File: config.mk
export PLATFORM = sky130hd
export DESIGN_NAME = modbus_rtu_response_validator
export DESIGN_NICKNAME = d
export VERILOG_FILES = /design/src/hw/rtl/mrv_pkg.sv /design/src/hw/rtl/mrv_front.sv /design/src/hw/rtl/mrv_queue.sv /design/src/hw/rtl/mrv_back.sv /design/src/hw/rtl/modbus_rtu_response_validator.sv
export SDC_FILE = /design/constraint.sdc
export NUM_CORES = 1
export LEC_CHECK = 0
export ABC_AREA = 1
export CORE_MARGIN = 4
export CORE_UTILIZATION = 50
export DETAILED_ROUTE_END_ITERATION = 8
export DONT_BUFFER_PORTS = 1
export PLACE_DENSITY_LB_ADDON = 0.2
export SYNTH_ARGS = -nofsm -noshare
export SYNTH_HDL_FRONTEND = slang
export SYNTH_SLANG_ARGS = --single-unit
File: constraint.sdc
create_clock -name clk -period 4.06 [get_ports clk]
set_clock_uncertainty 0.2 [all_clocks]
set_input_delay 0.812 -clock clk [delete_from_list [all_inputs] [get_ports clk]]
set_output_delay 0.812 -clock clk [all_outputs]
set_load 0.05 [all_outputs]
File: src/hw/rtl/mrv_pkg.sv
// ----------------------------------------------------------------------------
// Modbus RTU response validator package
// Shared sizes, register indexes, frame descriptor and back-end state type.
// ----------------------------------------------------------------------------
package mrv_pkg;

  // Word buffer sizing: one bank of MAX_WORDS words per frame, two banks.
  localparam int MAX_WORDS     = 32;
  localparam int WIDX_W        = (MAX_WORDS > 1) ? $clog2(MAX_WORDS) : 1;
  localparam int NWORDS_W      = $clog2(MAX_WORDS + 1);
  localparam int MEM_AW        = WIDX_W + 1;
  localparam int MEM_DEPTH     = 2 ** MEM_AW;
  localparam int QUEUE_DEPTH   = 2;
  localparam int QPTR_W        = $clog2(QUEUE_DEPTH);
  localparam int QCNT_W        = $clog2(QUEUE_DEPTH + 1);

  // Frame layout and checks.
  localparam int POS_ADDR      = 0;
  localparam int POS_FUNC      = 1;
  localparam int POS_COUNT     = 2;
  localparam int POS_DATA      = 3;
  localparam int POS_FIRST_LOW = POS_DATA + 1;
  localparam int LAST_WORD_POS = 2 * MAX_WORDS + POS_DATA;
  localparam int LEN_OVERHEAD  = 5;
  localparam int MAX_FRAME_LEN = 2 * MAX_WORDS + LEN_OVERHEAD;
  localparam int MIN_LEN_FLOOR = 4;
  localparam logic [7:0]  POS_MAX   = 8'hFF;
  localparam logic [7:0]  ANY_ADDR  = 8'hFF;
  localparam logic [15:0] CRC_INIT  = 16'hFFFF;
  localparam logic [15:0] CRC_POLY  = 16'hA001;

  // Configuration register indexes.
  typedef enum logic [1:0] {
    REG_OWN_ADDR   = 2'd0,
    REG_READ_CODE  = 2'd1,
    REG_WRITE_CODE = 2'd2,
    REG_MIN_LEN    = 2'd3
  } reg_idx_t;

  typedef struct packed {
    logic [7:0] own_address;
    logic [6:0] read_code;
    logic [6:0] write_code;
    logic [3:0] min_frame_len;
  } cfg_regs_t;

  // Verdict of one closed frame, passed from front to back.
  typedef struct packed {
    logic                ok;
    logic                exc;
    logic [7:0]          exc_code;
    logic [NWORDS_W-1:0] nwords;
    logic                bank;
  } frame_desc_t;

  // Word buffer write port.
  typedef struct packed {
    logic              en;
    logic [MEM_AW-1:0] addr;
    logic [15:0]       data;
  } mem_wr_t;

  typedef enum logic [1:0] {
    BK_IDLE,
    BK_READ,
    BK_LOAD,
    BK_STATUS
  } back_state_t;

endpackage

File: src/hw/rtl/mrv_front.sv
// ----------------------------------------------------------------------------
// Modbus RTU response validator front end
// Takes frame bytes, runs the CRC, latches header bytes, writes register
// words into the current buffer bank and pushes a verdict at frame end.
// ----------------------------------------------------------------------------
module mrv_front (
  input  logic                   clk,
  input  logic                   rst_n,
  input  logic                   in_tvalid,
  output logic                   in_tready,
  input  logic [7:0]             in_tdata,
  input  logic                   in_tlast,
  input  mrv_pkg::cfg_regs_t     cfg,
  input  logic                   frame_done,
  output mrv_pkg::mem_wr_t       mem_wr,
  output logic                   push,
  output mrv_pkg::frame_desc_t   push_desc
);

  // One CRC-16/MODBUS byte update, bit by bit.
  function automatic logic [15:0] crc_feed(input logic [15:0] crc, input logic [7:0] b);
    logic [15:0] c;
    c = crc ^ {8'd0, b};
    for (int i = 0; i < 8; i++) begin
      if (c[0]) begin
        c = (c >> 1) ^ mrv_pkg::CRC_POLY;
      end else begin
        c = c >> 1;
      end
    end
    return c;
  endfunction

  logic [15:0] crc_r, crc_nxt;
  logic [7:0]  pos_r, pos_nxt;
  logic [7:0]  addr_r, addr_nxt;
  logic [7:0]  func_r, func_nxt;
  logic [7:0]  count_r, count_nxt;
  logic [7:0]  pending_r, pending_nxt;
  logic [15:0] tail_r, tail_nxt;
  logic        bank_r, bank_nxt;
  logic [1:0]  frames_r, frames_nxt;

  logic        accept;
  logic [15:0] crc_fed;
  logic [7:0]  len;
  logic [7:0]  minlen;
  logic [7:0]  word_off;
  logic [8:0]  count_plus;
  logic [8:0]  half_words;
  logic        ok, exc, normal;

  // Two frames may be outstanding, one per buffer bank.
  assign in_tready = (frames_r != 2'(mrv_pkg::QUEUE_DEPTH));
  assign accept    = in_tvalid & in_tready;

  // Per-byte datapath and frame verdict.
  always_comb begin
    crc_fed    = (pos_r >= 8'(mrv_pkg::POS_COUNT)) ? crc_feed(crc_r, tail_r[15:8]) : crc_r;
    len        = (pos_r == mrv_pkg::POS_MAX) ? pos_r : pos_r + 8'd1;
    minlen     = (cfg.min_frame_len < 4'(mrv_pkg::MIN_LEN_FLOOR)) ?
                 8'(mrv_pkg::MIN_LEN_FLOOR) : {4'd0, cfg.min_frame_len};
    word_off   = pos_r - 8'(mrv_pkg::POS_FIRST_LOW);
    count_plus = {1'b0, count_r} + 9'(mrv_pkg::LEN_OVERHEAD);
    half_words = ({1'b0, count_r} + 9'd1) >> 1;
    exc        = func_r[7];

    ok = (len >= minlen) && (len <= 8'(mrv_pkg::MAX_FRAME_LEN)) &&
         (crc_fed[7:0] == tail_r[7:0]) && (crc_fed[15:8] == in_tdata) &&
         ((func_r[6:0] == cfg.read_code) || (func_r[6:0] == cfg.write_code)) &&
         ((cfg.own_address == mrv_pkg::ANY_ADDR) || (cfg.own_address == addr_r));
    ok = ok && (exc || (count_plus == {1'b0, len}));
    normal = ok && !exc;

    push                = accept && in_tlast;
    push_desc.ok        = ok;
    push_desc.exc       = ok && exc;
    push_desc.exc_code  = (ok && exc) ? count_r : 8'd0;
    push_desc.nwords    = normal ? half_words[mrv_pkg::NWORDS_W-1:0] : '0;
    push_desc.bank      = bank_r;

    mem_wr.en   = accept && (pos_r >= 8'(mrv_pkg::POS_FIRST_LOW)) && !pos_r[0] &&
                  (pos_r <= 8'(mrv_pkg::LAST_WORD_POS));
    mem_wr.addr = {bank_r, word_off[mrv_pkg::WIDX_W:1]};
    mem_wr.data = {pending_r, in_tdata};
  end

  // Next frame state.
  always_comb begin
    crc_nxt     = crc_r;
    pos_nxt     = pos_r;
    addr_nxt    = addr_r;
    func_nxt    = func_r;
    count_nxt   = count_r;
    pending_nxt = pending_r;
    tail_nxt    = tail_r;
    bank_nxt    = bank_r;
    if (accept) begin
      if (in_tlast) begin
        crc_nxt     = mrv_pkg::CRC_INIT;
        pos_nxt     = 8'd0;
        addr_nxt    = 8'd0;
        func_nxt    = 8'd0;
        count_nxt   = 8'd0;
        pending_nxt = 8'd0;
        tail_nxt    = 16'd0;
        bank_nxt    = ~bank_r;
      end else begin
        crc_nxt  = crc_fed;
        pos_nxt  = len;
        tail_nxt = {tail_r[7:0], in_tdata};
        if (pos_r == 8'(mrv_pkg::POS_ADDR)) begin
          addr_nxt = in_tdata;
        end else if (pos_r == 8'(mrv_pkg::POS_FUNC)) begin
          func_nxt = in_tdata;
        end else if (pos_r == 8'(mrv_pkg::POS_COUNT)) begin
          count_nxt = in_tdata;
        end else if (pos_r[0]) begin
          pending_nxt = in_tdata;
        end
      end
    end
    frames_nxt = frames_r + {1'b0, push} - {1'b0, frame_done};
  end

  always_ff @(posedge clk) begin
    if (!rst_n) begin
      crc_r     <= mrv_pkg::CRC_INIT;
      pos_r     <= 8'd0;
      addr_r    <= 8'd0;
      func_r    <= 8'd0;
      count_r   <= 8'd0;
      pending_r <= 8'd0;
      tail_r    <= 16'd0;
      bank_r    <= 1'b0;
      frames_r  <= 2'd0;
    end else begin
      crc_r     <= crc_nxt;
      pos_r     <= pos_nxt;
      addr_r    <= addr_nxt;
      func_r    <= func_nxt;
      count_r   <= count_nxt;
      pending_r <= pending_nxt;
      tail_r    <= tail_nxt;
      bank_r    <= bank_nxt;
      frames_r  <= frames_nxt;
    end
  end

endmodule

File: src/hw/rtl/mrv_queue.sv
// ----------------------------------------------------------------------------
// Modbus RTU response validator verdict queue
// Small FIFO of frame descriptors between the front and back ends.
// ----------------------------------------------------------------------------
module mrv_queue (
  input  logic                   clk,
  input  logic                   rst_n,
  input  logic                   push,
  input  mrv_pkg::frame_desc_t   push_desc,
  input  logic                   pop,
  output mrv_pkg::frame_desc_t   head,
  output logic                   empty
);

  mrv_pkg::frame_desc_t          entry_r [mrv_pkg::QUEUE_DEPTH];
  logic [mrv_pkg::QPTR_W-1:0]    wr_ptr_r, wr_ptr_nxt;
  logic [mrv_pkg::QPTR_W-1:0]    rd_ptr_r, rd_ptr_nxt;
  logic [mrv_pkg::QCNT_W-1:0]    count_r, count_nxt;

  assign head  = entry_r[rd_ptr_r];
  assign empty = (count_r == '0);

  // Pointer and fill bookkeeping.
  always_comb begin
    wr_ptr_nxt = push ? wr_ptr_r + 1'b1 : wr_ptr_r;
    rd_ptr_nxt = pop  ? rd_ptr_r + 1'b1 : rd_ptr_r;
    count_nxt  = count_r + mrv_pkg::QCNT_W'(push) - mrv_pkg::QCNT_W'(pop);
  end

  always_ff @(posedge clk) begin
    if (!rst_n) begin
      wr_ptr_r <= '0;
      rd_ptr_r <= '0;
      count_r  <= '0;
    end else begin
      wr_ptr_r <= wr_ptr_nxt;
      rd_ptr_r <= rd_ptr_nxt;
      count_r  <= count_nxt;
    end
  end

  // Descriptor storage.
  always_ff @(posedge clk) begin
    if (push) begin
      entry_r[wr_ptr_r] <= push_desc;
    end
  end

  // The front end must never push into a full queue.
  a_push_not_full: assert property (@(posedge clk) disable iff (!rst_n)
    push |-> (count_r != mrv_pkg::QCNT_W'(mrv_pkg::QUEUE_DEPTH) || pop))
    else $error("verdict pushed into a full queue");

  // The back end must never pop an empty queue.
  a_pop_not_empty: assert property (@(posedge clk) disable iff (!rst_n)
    pop |-> !empty)
    else $error("verdict popped from an empty queue");

endmodule

File: src/hw/rtl/mrv_back.sv
// ----------------------------------------------------------------------------
// Modbus RTU response validator back end
// Holds the two-bank word buffer and emits the words of each accepted
// frame, then a status beat for every frame, through an output register.
// ----------------------------------------------------------------------------
module mrv_back (
  input  logic                   clk,
  input  logic                   rst_n,
  input  mrv_pkg::mem_wr_t       mem_wr,
  input  logic                   q_empty,
  input  mrv_pkg::frame_desc_t   q_head,
  output logic                   q_pop,
  output logic                   frame_done,
  output logic                   out_tvalid,
  input  logic                   out_tready,
  output logic [23:0]            out_tdata,
  output logic                   out_tlast,
  output logic [1:0]             out_tuser
);

  logic [15:0]                     mem_r [mrv_pkg::MEM_DEPTH];
  logic [15:0]                     rd_data_r;

  mrv_pkg::back_state_t            state_r, state_nxt;
  mrv_pkg::frame_desc_t            desc_r;
  logic [mrv_pkg::NWORDS_W-1:0]    word_idx_r, word_idx_nxt;

  logic        out_valid_r;
  logic [15:0] out_word_r;
  logic [7:0]  out_code_r;
  logic        out_last_r, out_ok_r, out_exc_r;

  logic        out_free, rd_en, load_word, load_status;
  logic [mrv_pkg::MEM_AW-1:0] rd_addr;

  assign out_free = !out_valid_r || out_tready;
  assign rd_addr  = {desc_r.bank, word_idx_r[mrv_pkg::WIDX_W-1:0]};
  assign word_idx_nxt = word_idx_r + 1'b1;

  // Word buffer: written by the front end, read one word at a time here.
  always_ff @(posedge clk) begin
    if (mem_wr.en) begin
      mem_r[mem_wr.addr] <= mem_wr.data;
    end
    if (rd_en) begin
      rd_data_r <= mem_r[rd_addr];
    end
  end

  // Next state.
  always_comb begin
    state_nxt = state_r;
    case (state_r)
      mrv_pkg::BK_IDLE: begin
        if (!q_empty) begin
          state_nxt = (q_head.nwords != '0) ? mrv_pkg::BK_READ : mrv_pkg::BK_STATUS;
        end
      end
      mrv_pkg::BK_READ: begin
        state_nxt = mrv_pkg::BK_LOAD;
      end
      mrv_pkg::BK_LOAD: begin
        if (out_free) begin
          state_nxt = (word_idx_nxt == desc_r.nwords) ? mrv_pkg::BK_STATUS :
                                                         mrv_pkg::BK_READ;
        end
      end
      mrv_pkg::BK_STATUS: begin
        if (out_free) begin
          state_nxt = mrv_pkg::BK_IDLE;
        end
      end
      default: begin
        state_nxt = mrv_pkg::BK_IDLE;
      end
    endcase
  end

  // State outputs.
  always_comb begin
    q_pop       = 1'b0;
    rd_en       = 1'b0;
    load_word   = 1'b0;
    load_status = 1'b0;
    case (state_r)
      mrv_pkg::BK_IDLE:   q_pop       = !q_empty;
      mrv_pkg::BK_READ:   rd_en       = 1'b1;
      mrv_pkg::BK_LOAD:   load_word   = out_free;
      mrv_pkg::BK_STATUS: load_status = out_free;
      default: begin
        q_pop = 1'b0;
      end
    endcase
    frame_done = load_status;
  end

  // Control registers.
  always_ff @(posedge clk) begin
    if (!rst_n) begin
      state_r     <= mrv_pkg::BK_IDLE;
      out_valid_r <= 1'b0;
      word_idx_r  <= '0;
    end else begin
      state_r <= state_nxt;
      if (load_word || load_status) begin
        out_valid_r <= 1'b1;
      end else if (out_tready) begin
        out_valid_r <= 1'b0;
      end
      if (q_pop) begin
        word_idx_r <= '0;
      end else if (load_word) begin
        word_idx_r <= word_idx_nxt;
      end
    end
  end

  // Descriptor and output payload.
  always_ff @(posedge clk) begin
    if (q_pop) begin
      desc_r <= q_head;
    end
    if (load_word) begin
      out_word_r <= rd_data_r;
      out_last_r <= 1'b0;
      out_ok_r   <= 1'b0;
      out_exc_r  <= 1'b0;
      out_code_r <= 8'd0;
    end else if (load_status) begin
      out_word_r <= 16'd0;
      out_last_r <= 1'b1;
      out_ok_r   <= desc_r.ok;
      out_exc_r  <= desc_r.exc;
      out_code_r <= desc_r.exc_code;
    end
  end

  assign out_tvalid = out_valid_r;
  assign out_tdata  = {out_code_r, out_word_r};
  assign out_tlast  = out_last_r;
  assign out_tuser  = {out_exc_r, out_ok_r};

  // A word beat is only loaded for a word the frame actually carries.
  a_word_in_range: assert property (@(posedge clk) disable iff (!rst_n)
    load_word |-> (word_idx_r < desc_r.nwords))
    else $error("word beat beyond the frame's word count");

  // The status beat follows exactly all of the frame's words.
  a_status_after_words: assert property (@(posedge clk) disable iff (!rst_n)
    load_status |-> (word_idx_r == desc_r.nwords))
    else $error("status beat sent before all words");

endmodule

File: src/hw/rtl/modbus_rtu_response_validator.sv
// ----------------------------------------------------------------------------
// Modbus RTU response validator
// Checks Modbus RTU response frames (CRC, address, function, length) and
// emits the register words of accepted frames followed by a status beat.
// ----------------------------------------------------------------------------
//  Channel   Direction  Contents
//  in_*      slave      one frame byte per beat, tlast on the last byte
//  out_*     master     register word beats, then one status beat (tlast)
//  cfg_*     APB        own_address, read_code, write_code, min_frame_len
//
//  The front end takes one byte per cycle while in_tready is high and closes
//  a frame in the cycle of its last byte. A word beat is a buffer read, then
//  an output load in the back end; the status beat follows. in_tready drops
//  while two frames are waiting for or in emission, one per buffer bank.
//  Reset is synchronous; no clearing pass is needed after it.
// ----------------------------------------------------------------------------
module modbus_rtu_response_validator (
  input  logic        clk,
  input  logic        rst_n,
  // Input bytes
  input  logic        in_tvalid,
  output logic        in_tready,
  input  logic [7:0]  in_tdata,   // [7:0] data_byte
  input  logic        in_tlast,   // frame_end
  // Results
  output logic        out_tvalid,
  input  logic        out_tready,
  output logic [23:0] out_tdata,  // [15:0] reg_word, [23:16] exception_code
  output logic        out_tlast,  // last
  output logic [1:0]  out_tuser,  // [0] frame_valid, [1] has_exception
  // Configuration
  input  logic        cfg_psel,
  input  logic        cfg_penable,
  input  logic        cfg_pwrite,
  input  logic [3:0]  cfg_paddr,
  input  logic [31:0] cfg_pwdata,
  output logic [31:0] cfg_prdata,
  output logic        cfg_pready
);

  mrv_pkg::cfg_regs_t    cfg_r;
  mrv_pkg::reg_idx_t     reg_idx;
  mrv_pkg::mem_wr_t      mem_wr;
  mrv_pkg::frame_desc_t  push_desc, q_head;
  logic                  cfg_wr, push, pop, q_empty, frame_done;

  assign cfg_pready = 1'b1;
  assign cfg_wr     = cfg_psel & cfg_penable & cfg_pwrite & cfg_pready;
  assign reg_idx    = mrv_pkg::reg_idx_t'(cfg_paddr[3:2]);

  // Configuration registers.
  always_ff @(posedge clk) begin
    if (!rst_n) begin
      cfg_r.own_address   <= 8'd255;
      cfg_r.read_code     <= 7'd3;
      cfg_r.write_code    <= 7'd16;
      cfg_r.min_frame_len <= 4'd5;
    end else if (cfg_wr) begin
      case (reg_idx)
        mrv_pkg::REG_OWN_ADDR:   cfg_r.own_address   <= cfg_pwdata[7:0];
        mrv_pkg::REG_READ_CODE:  cfg_r.read_code     <= cfg_pwdata[6:0];
        mrv_pkg::REG_WRITE_CODE: cfg_r.write_code    <= cfg_pwdata[6:0];
        mrv_pkg::REG_MIN_LEN:    cfg_r.min_frame_len <= cfg_pwdata[3:0];
        default: begin
          cfg_r <= cfg_r;
        end
      endcase
    end
  end

  // Register read-back.
  always_comb begin
    case (reg_idx)
      mrv_pkg::REG_OWN_ADDR:   cfg_prdata = {24'd0, cfg_r.own_address};
      mrv_pkg::REG_READ_CODE:  cfg_prdata = {25'd0, cfg_r.read_code};
      mrv_pkg::REG_WRITE_CODE: cfg_prdata = {25'd0, cfg_r.write_code};
      mrv_pkg::REG_MIN_LEN:    cfg_prdata = {28'd0, cfg_r.min_frame_len};
      default:                 cfg_prdata = 32'd0;
    endcase
  end

  mrv_front u_front (
    .clk        (clk),
    .rst_n      (rst_n),
    .in_tvalid  (in_tvalid),
    .in_tready  (in_tready),
    .in_tdata   (in_tdata),
    .in_tlast   (in_tlast),
    .cfg        (cfg_r),
    .frame_done (frame_done),
    .mem_wr     (mem_wr),
    .push       (push),
    .push_desc  (push_desc)
  );

  mrv_queue u_queue (
    .clk       (clk),
    .rst_n     (rst_n),
    .push      (push),
    .push_desc (push_desc),
    .pop       (pop),
    .head      (q_head),
    .empty     (q_empty)
  );

  mrv_back u_back (
    .clk        (clk),
    .rst_n      (rst_n),
    .mem_wr     (mem_wr),
    .q_empty    (q_empty),
    .q_head     (q_head),
    .q_pop      (pop),
    .frame_done (frame_done),
    .out_tvalid (out_tvalid),
    .out_tready (out_tready),
    .out_tdata  (out_tdata),
    .out_tlast  (out_tlast),
    .out_tuser  (out_tuser)
  );

endmodule

* After elaboration in Yosys (flattened, before gate mapping)
Memories as Yosys holds them, arrays and structs flattened. A register that Yosys moved wholly into a read port is not among the register bits.
Index checks and enable logic that the tools add are counted.
** Word-level totals
- Flip-flop bits (word level) :: 158
- Latch bits :: 0
- Memory bits (writable) :: 1058
- ROM bits :: 0
- Logic and storage cells :: 180
- Memories :: 2
** Cells by class
- Add/sub/neg operators :: 11
- Multiply operators :: 0
- Div/mod/pow operators :: 0
- $lt $le $gt $ge :: 6
- Equal/unequal tests :: 24
- Shift-type cells :: 0
- Muxes and demuxes :: 51
- Bitwise gates (word level) :: 14
- Reduce and logical (&&, ||, !) cells :: 43
** Memories
- u_back.mem_r :: words 64, bits a word 16, rd ports 1, clocked after memory_dff 1, wr ports 1, RTL line mrv_back.sv:21 : logic [15:0] mem_r [mrv_pkg::MEM_DEPTH];
- u_queue.entry_r :: words 2, bits a word 17, rd ports 1, clocked after memory_dff 1, wr ports 1, RTL line mrv_queue.sv:15 : mrv_pkg::frame_desc_t entry_r [mrv_pkg::QUEUE_DEPTH];
** Operators by type and width (number)
- $mux 16 :: 13
- $mux 8 :: 17
- $pmux 32 s4 :: 1
- $eq 8x8->1 :: 3
- $not 2->3 :: 8
- $eq 8x8->1 const B :: 2
- $le 8x7->1 const B :: 2
- $xor 16x8->16 :: 1
- $eq 7x7->1 :: 2
- $logic_and 1x1->1 :: 12
- $mux 1 :: 12
- $reduce_and 2->1 :: 6
- $reduce_bool 2->1 :: 6
- $mux 2 :: 5
- $ne 2x2->1 const B :: 5
- $add 8x3->9 const B :: 1
- $eq 9x8->1 :: 1
- $add 8x1->8 const B :: 1
- $eq 2x2->1 const B :: 4
- $eq 8x1->1 const B :: 1
- $eq 8x2->1 const B :: 1
- $ge 8x2->1 const B :: 1
- $ge 8x3->1 const B :: 1
- $ge 8x8->1 :: 1
- other kinds (24) :: 42

* Logic depth before layout (Yosys ltp)
Gate-level depths: netlist of the first run.
- Word-level depth :: 26
- Depth in mapped cells :: 22

* Modules after synthesis
From an unflattened synthesis of the first run, not the netlist that was laid out.
** Unflattened totals
- Cell total of the unflattened synthesis :: 4848
- Area total of the unflattened synthesis :: 52082.5 µm²
** By module, submodules not included
- mrv_back :: times used 1, cells each 3706, area an instance 44091.0 µm²
- mrv_front :: times used 1, cells each 845, area an instance 5024.8 µm²
- mrv_queue :: times used 1, cells each 85, area an instance 1502.7 µm²
- modbus_rtu_response_validator :: times used 1, cells each 212, area an instance 1463.9 µm²

* Least setup slack after synthesis of the first run
No wires, ideal clock.
- Kind :: in2out
- Start point :: in cfg_paddr[3]
- End point :: out cfg_prdata[0]
- Arrival time :: 2.284 ns
- Slack :: 0.764 ns
- Stages on the path :: 3
- Cell sequence :: nor2_1 > inv_1 > o21ai_0
** On the way
- Word-level cells in the longest chain between the ends :: 2
- Elaborated cells between the ends (all ways) :: 5
- Those cells by class :: eq/ne (3); mux (1); reduce/logical (1)
** RTL lines
- from (decl) :: RTL line modbus_rtu_response_validator.sv:35 : input logic [3:0] cfg_paddr,
- $eq 2x2->1 (tied with other cells) :: RTL line modbus_rtu_response_validator.sv:73 : case (reg_idx)
- $pmux 32 s4 * :: RTL line modbus_rtu_response_validator.sv:73
- to (decl) :: RTL line modbus_rtu_response_validator.sv:37 : output logic [31:0] cfg_prdata,
Mark *: on every way between the ends. The rest lies on a longest branch, timed or not. The select of a mux whose other input is x is not followed.

==> results of run 1 <==
## layout make-up
cell class	count	area [sq um]
fillers	7992	42200
diodes	1	2.50
well taps	1287	1610
repair buffers	197	1950
inverters	142	552
flip-flops and latches	1233	35800
multi-input cells	2586	12500
clock inverters	53	537
clock buffers	181	3580
## cells by family (layout without fill, tap and decap cells)
group,count (synthesis),after routing
simple gates,1329,1329
flops,1233,1233
compound gates,1156,1156
buf+inv,424,573
xor+xnor,46,46
mux,17,17
fa+ha+maj,13,13
other cells,2,26
## state kept, by name, indices dropped and copies added, names as in the netlist, 2 cells and up, named ones only
register           flops
cfg_r                 26
u_back.desc_r         17
u_back.mem_r        1024
u_back.out_code_r      8
u_back.out_word_r     16
u_back.rd_data_r      16
u_back.state_r         2
u_back.word_idx_r      6
u_front.addr_r         8
u_front.count_r        8
u_front.crc_r         16
u_front.frames_r       2
u_front.func_r         8
u_front.pending_r      8
u_front.pos_r          8
u_front.tail_r        16
u_queue.count_r        2
u_queue.entry_r       34
## placed cells by master (no fill, tap or decap), drive strengths merged, types with 7 or more instances in the layout
cell type / n
clkinv: 38
mux2: 17
o22ai: 273
nor2: 857
nand4: 7
nand2: 369
conb: 25
clkbuf: 181
xor2: 25
bufinv: 9
nand3: 84
ha: 13
o221ai: 31
o21ai: 697
xnor2: 21
o32ai: 10
dlygate4sd3: 14
a21oi: 92
buf: 183
edfxtp: 1107
o211ai: 27
dfxtp: 126
a22o: 7
inv: 147
## power breakdown
group	internal, mW	total, mW	switching [mW]	leakage [nW]
Clock	6.75	11.6	4.81	2.00
Combinational	1.33	4.59	3.26	6.55
Sequential	14.1	14.6	0.497	10.7
Total	22.2	30.8	8.57	19.3
## layer usage
metal / GRT usage [%] / up-vias / wire (microns)
li1: - / 15400 / -
met1: 34.6 / 16400 / 54000
met2: 41.6 / 1375 / 64500
met3: 4.97 / 221 / 11600
met4: 9.39 / 0 / 4780
met5: 0 / - / 0
## per-stage QoR
| step | setup slack [ps] | utilization [%] | power (mW) | cell area [sq um] |
|---|---|---|---|---|
| global placement | 638 | 52.7 | 19.3 | 52000 |
| finish | 564 | 57.3 | 30.8 | 56500 |
| detailed placement | 608 | 52.7 | 19.3 | 52000 |
| CTS | 565 | 57.3 | 31.0 | 56500 |
| global route | 97.1 | 57.3 | 32.0 | 56500 |
| floorplan | 764 | - | 17.6 | 50000 |
## worst max-delay path: cells and delay by family (launching register included)
kind            cells  cell delay [ps]
fa+ha+maj           2              530
buf+inv             1               70
simple gates       14             1550
compound gates      3              470
flops               1              510
## how the worst min path moves through the flow
stage / from / to / slack (ps) / depth (start not counted)
floorplan: u_queue.count_r[1]$_SDFF_PN0_ / u_queue.count_r[1]$_SDFF_PN0_ / 220 / 1
global placement: u_queue.count_r[1]$_SDFF_PN0_ / u_queue.count_r[1]$_SDFF_PN0_ / 230 / 1
detailed placement: u_queue.count_r[1]$_SDFF_PN0_ / u_queue.count_r[1]$_SDFF_PN0_ / 240 / 1
CTS: rst_n / u_front.tail_r[1]$_SDFFE_PN0P_ / 1 / 2
global route: rst_n / u_back.state_r[0]$_SDFFE_PN0P_ / 40 / 2
finish: rst_n / u_front.tail_r[1]$_SDFFE_PN0P_ / 40 / 2
## timing repair
| action | CTS | global route |
|---|---|---|
| setup endpoints to repair | 0 | 0 |
| hold endpoints to repair | 502 | 0 |
| hold buffers | 24 | 0 |
==> results.yml, run 1 <==
critical_path:
  timing.critical_path.from_type: "flip-flop"
  worst_setup_path_category: "reg -> reg"
  timing.critical_path.fanout_max: 10
  critical-path-top-cell-by-count: "nand2_1"
  slowest_delay_ps: 510
  arrival_ps: 3860
  critPathRequiredTime_ps: 4430
  r2r_end: "u_queue.entry_r[1][7]$_DFFE_PP_"
  crit_slowest_cell: "dfxtp_1"
  worst_setup_path_end_kind: "flip-flop"
  r2r_cells: 20
  path_cells: "ha_1, nand2_1, nor2_4, nand2_2, o21ai_2, inv_2, ha_1, a21boi_0, o21ai_0, nand2_1, nand2_1, nand3_1, nand3_1, nor2_1, nand3_1, nor2_1, nand2_1, nor2_4, nand3_4, nor2_1"
  crit_path_end: "u_queue.entry_r[1][7]$_DFFE_PP_"
  rr_startpoint: "u_front.pos_r[1]$_SDFFE_PN0P_"
  rrSetupSlack_ps: 560
  cp-startpoint: "u_front.pos_r[1]$_SDFFE_PN0P_"
floorplan:
  horiz_die_dim_microns: 324
  fp-row-count: 115
  top_level_ports: 114
  core_area_sq_mm: 0.0987
  starting_density_of_the_core_pct: 50.6
  die_height_microns: 324
  die_area_sq_mm: 0.105
timing:
  setup_violations: 0
  period_share_pct: 86.1
  final_hold_viol_count: 0
  finalHoldWorstSlack_ps: 43.2
  drv_slew: 0
  fin_tns_setup_ps: 0
  slew_headroom_pct: 24.2
  post-route-min-period_ps: 3500
  timing_worst_slew_pin_value_ps: 1140
  fmax_mhz: 286
  rsz0062_at_grt: "no"
global_route:
  grt_pass1_vias: 31300
  grt_antenna_before_repair: 0
  globalRouteTotalUtil_pct: 25.6
  largest_net_degree_at_the_start_of_global_routing: 182
  grt_first_pass_wirelength_microns: 200000
  grt-ovfl-total: 0
synthesis:
  synth_seq_cells: 1233
  xor_and_xnor_area_share_after_synthesis_pct: 0.807
  ys_async_rst_share_pct: 0
  ys.warnings.count: 0
  syn_area_sq_mm: 0.0499
  yosysSeqAreaShare_pct: 71.6
  combinational_family_with_the_most_area_after_synthesis: "compound AO/OA/AOI/OAI gates"
  post_synth_fa_ha_maj_area_fraction_pct: 0.326
  synthesis.instances: 4220
  edff_count_synth: 1107
  yosysTopAreaCellShare_pct: 66.6
  synth_top_cell_by_area: "edfxtp_1"
  number_of_distinct_standard_cells_referenced_by_the_synthesized_netlist: 49
  yosysMostFrequentCell: "edfxtp_1"
  synth-main-ff-cell: "edfxtp_1"
  synth.mux.area_fraction_pct: 0.383
  post_synth_main_area_contributors: "edfxtp_1 67%, o21ai_0 7.0%, nor2_1 6.4%"
  syn_avg_cell_area_sq_um: 11.8
  synthSimpleGateAreaFrac_pct: 10.4
  synth.cells.most_frequent: "1107 x edfxtp_1, 852 x nor2_1, 695 x o21ai_0"
  synth_compound_area_share_pct: 12.9
cells_and_area:
  finish.cell_count_without_fillers: 5680
  drive_gt1_share_pct: 9.36
  area_delta_synth_final_pct: 13.2
  number_of_nets_in_the_layout: 4356
routing:
  number_of_iterations_in_the_first_detailed_routing_pass: 6
  via_count_normalized_by_instance_count: 5.87
  route.antenna.remaining_nets: 0
  wl_per_cell_microns: 23.8
  vias_after_detailed_routing: 33400
  drt-initial-drc-count: 3831
  routed_wirelength_microns: 135000
  route.detailed.drc: 0
cts:
  htree_levels: 4
  cts-buffers-inserted: 131
  clock_path_buffers: 3
  clk-insertion-delay-late_ps: 730
  postCtsSetupBuffers: 0
  cts.repair.resized: 0
  cts_sinks: 1233
  cts_root_buffer: "clkbuf_16"
  cts_tree: "yes"
  clk_pin_slew_ps: 50
hold_path:
  hold_path_class: "in -> reg"
status:
  status: "finished clean"
pwr:
  irDropWorstVdd_v: 0.000424
  power_per_cell_area_mw_per_mm2: 545
  power.static_leakage_nw: 19.3
job:
  max_capacitance_violation_count: 0
place:
  place.port_buffers: 0
  finalWeightedCongestion: 0.857
  detailed_place_hpwl_microns: 76700
  place.detailed.instances: 5421
Note: power is estimated with default switching activity, not from simulation.
==> inputs of run 2 (changes only) <==
==> constraint.sdc (replaced) <==
create_clock -name clk -period 4.06 [get_ports clk]
set_clock_uncertainty 0.2 [all_clocks]
set_input_delay 0.203 -clock clk [delete_from_list [all_inputs] [get_ports clk]]
set_output_delay 0.203 -clock clk [all_outputs]
set_load 0.05 [all_outputs]
==> run 2 against run 1 <==
Compared with the run above: combinational power about the same; clock-buffer cell count fell by 8; non-clock buffer count is 24 higher; clock power decreased by 3%; wire length is 0.64% lower; core utilization increased by 0.13 points; maximum frequency is 2.6% lower; register-to-register slack got worse by 95 ps; critical path depth unchanged; worst hold slack better by 29 ps; via count is essentially flat; die area did not move.
==> results.yml, run 2 (synthesized netlist as in run 1, its figures left out) <==
timing:
  drv_slew: 0
  finalHoldWorstSlack_ps: 71.9
  setup_violations: 0
  final_hold_viol_count: 0
  slew_headroom_pct: 22.3
  period_share_pct: 88.4
  fin_tns_setup_ps: 0
  timing_worst_slew_pin_value_ps: 1160
  rsz0062_at_grt: "no"
  post-route-min-period_ps: 3590
  final.setup.worst_slack_ps: 469
  fmax_mhz: 278
cells_and_area:
  mostFrequentLayoutCell: "edfxtp_1"
  biggestRegsByFlops: "u_back.mem_r x1024, u_queue.entry_r x34, cfg_r x26"
  stdcell_area_sq_mm: 0.0567
  layout.core_utilization_pct: 57.4
  number_of_nets_in_the_layout: 4381
  largest_register_by_flop_count: "u_back.mem_r"
  area_delta_synth_final_pct: 13.5
  drive_gt1_share_pct: 9.14
  highest_count_cells_in_the_layout_ignoring_fill_and_taps: "1107 x edfxtp_1, 850 x nor2_1, 694 x o21ai_0"
  finish.cell_count_without_fillers: 5703
  largest_register_ff_count: 1024
place:
  dpl_cell_area_sq_mm: 0.0520
  place.port_buffers: 0
  finalWeightedCongestion: 0.901
  detailed_place_hpwl_microns: 77400
  place.detailed.instances: 5417
  place_worst_setup_slack_ps: 585
critical_path:
  critical-path-top-cell-by-count: "nand2_1"
  timing.critical_path.fanout_max: 7
  worst_setup_path_end_kind: "flip-flop"
  path_cells: "ha_1, nand2_1, nor2_4, nand2_2, o21ai_2, inv_2, ha_1, a21boi_0, o21ai_0, nand2_1, nand2_1, nand3_1, nand3_1, nor2_1, nand3_1, nor2_1, nand2_1, nor2_4, nand4_4, nor2_1"
  critPathRequiredTime_ps: 4420
  worst_setup_path_category: "reg -> reg"
  crit_slowest_cell: "dfxtp_1"
  timing.critical_path.from_type: "flip-flop"
  cp-startpoint: "u_front.pos_r[1]$_SDFFE_PN0P_"
  arrival_ps: 3950
  slowest_delay_ps: 540
  rr_startpoint: "u_front.pos_r[1]$_SDFFE_PN0P_"
  timing.critical_path.max_delay_family: "simple AND/OR/NAND/NOR gates"
  critical_path.n_buffers_inverters: 1
cts:
  clock_path_buffers: 3
  clk_pin_slew_ps: 60
  cts-buffers-inserted: 132
  cts_root_buffer: "clkbuf_16"
  cts_tree: "yes"
  clk-insertion-delay-late_ps: 760
  cts_sinks: 1233
  htree_levels: 4
routing:
  route.detailed.drc: 0
  vias_after_detailed_routing: 33400
  via_count_normalized_by_instance_count: 5.85
  route.antenna.remaining_nets: 0
  routed_wirelength_microns: 134000
  number_of_iterations_in_the_first_detailed_routing_pass: 8
  drt-initial-drc-count: 3707
  wl_per_cell_microns: 23.5
pwr:
  clock_power_share_pct: 36.9
  power.static_leakage_nw: 19.3
  irDropWorstVdd_v: 0.000401
  power.net_switching_mw: 8.64
  switching_share_pct: 28.4
  power_per_cell_area_mw_per_mm2: 538
  internal-power_mw: 21.8
  power.share.sequential_pct: 48.1
  p_comb_share_pct: 15.0
  total_power_mw: 30.5
global_route:
  globalRouteTotalUtil_pct: 25.5
  grt-ovfl-total: 0
  grt_pass1_vias: 31400
  grt_antenna_before_repair: 3
  largest_net_degree_at_the_start_of_global_routing: 105
  grt_first_pass_wirelength_microns: 199000
floorplan:
  top_level_ports: 114
  die_height_microns: 324
  starting_density_of_the_core_pct: 50.6
  horiz_die_dim_microns: 324
  core_area_sq_mm: 0.0987
  fp-row-count: 115
  die_area_sq_mm: 0.105
status:
  status: "finished clean"
job:
  max_capacitance_violation_count: 0
hold_path:
  hold_path_class: "in -> reg"
  startpoint_of_the_worst_hold_path: "cfg_pwdata[0]"
[run 2: cell count changes in the layout (fill, tap and decap cells not counted), sizes merged]
cell / delta
clkinv: +9
bufinv: -6
diode: +4
dlygate4sd3: +29
clkbuf: -8
inv: -1
buf: -5
clkinvlp: +1
[run 2: worst reg2reg max path, cell delays in order, from the launching register on]
cell and delay, ps:
dfxtp_1 540, ha_1 280, nand2_1 140, nor2_4 150
nand2_2 130, o21ai_2 190, inv_2 70, ha_1 270
a21boi_0 170, o21ai_0 110, nand2_1 80, nand2_1 50
nand3_1 80, nand3_1 70, nor2_1 90, nand3_1 70
nor2_1 100, nand2_1 90, nor2_4 180, nand4_4 160
nor2_1 200
[run 2: final timing paths]
check	end	slack (ps)	cells after the start
max	u_queue.entry_r[1][6]$_DFFE_PP_	470	20
max reg2reg	u_queue.entry_r[1][6]$_DFFE_PP_	470	20
min reg2reg	u_queue.count_r[1]$_SDFF_PN0_	250	1
min	cfg_r[0]$_SDFFE_PN1P_	70	3
[run 2: cell type report]
type | count | area (sq um)
clock inverter | 56 | 489
timing repair buffer | 221 | 2160
tap | 1287 | 1610
antenna | 5 | 12.5
multi-input combinational | 2586 | 12500
clock buffer | 173 | 3530
sequential | 1233 | 35800
inverter | 142 | 552
fill | 8017 | 42100
[run 2: repair_timing]
item                      in CTS  in global routing
resized for setup              0                  0
hold endpoints to repair     676                  0
hold buffers                  52                  0
buffers inserted               0                  0
[run 2: power by group through the flow]
stage / clock network, mW / logic (mW) / registers (mW)
2_1_floorplan: 0 / 2.84 / 14.8
3_3_place_gp: 0 / 4.30 / 14.9
3_5_place_dp: 0 / 4.35 / 14.9
4_1_cts: 11.4 / 4.54 / 14.7
5_1_grt: 11.9 / 4.96 / 14.7
6_report: 11.2 / 4.56 / 14.7
[run 2: layer usage]
metal	up-vias	global-route usage [%]	wire, microns
met3	263	4.06	10100
li1	15400	-	-
met2	1333	41.3	64100
met1	16300	35.1	55200
met4	0	9.40	4660
met5	-	0	0
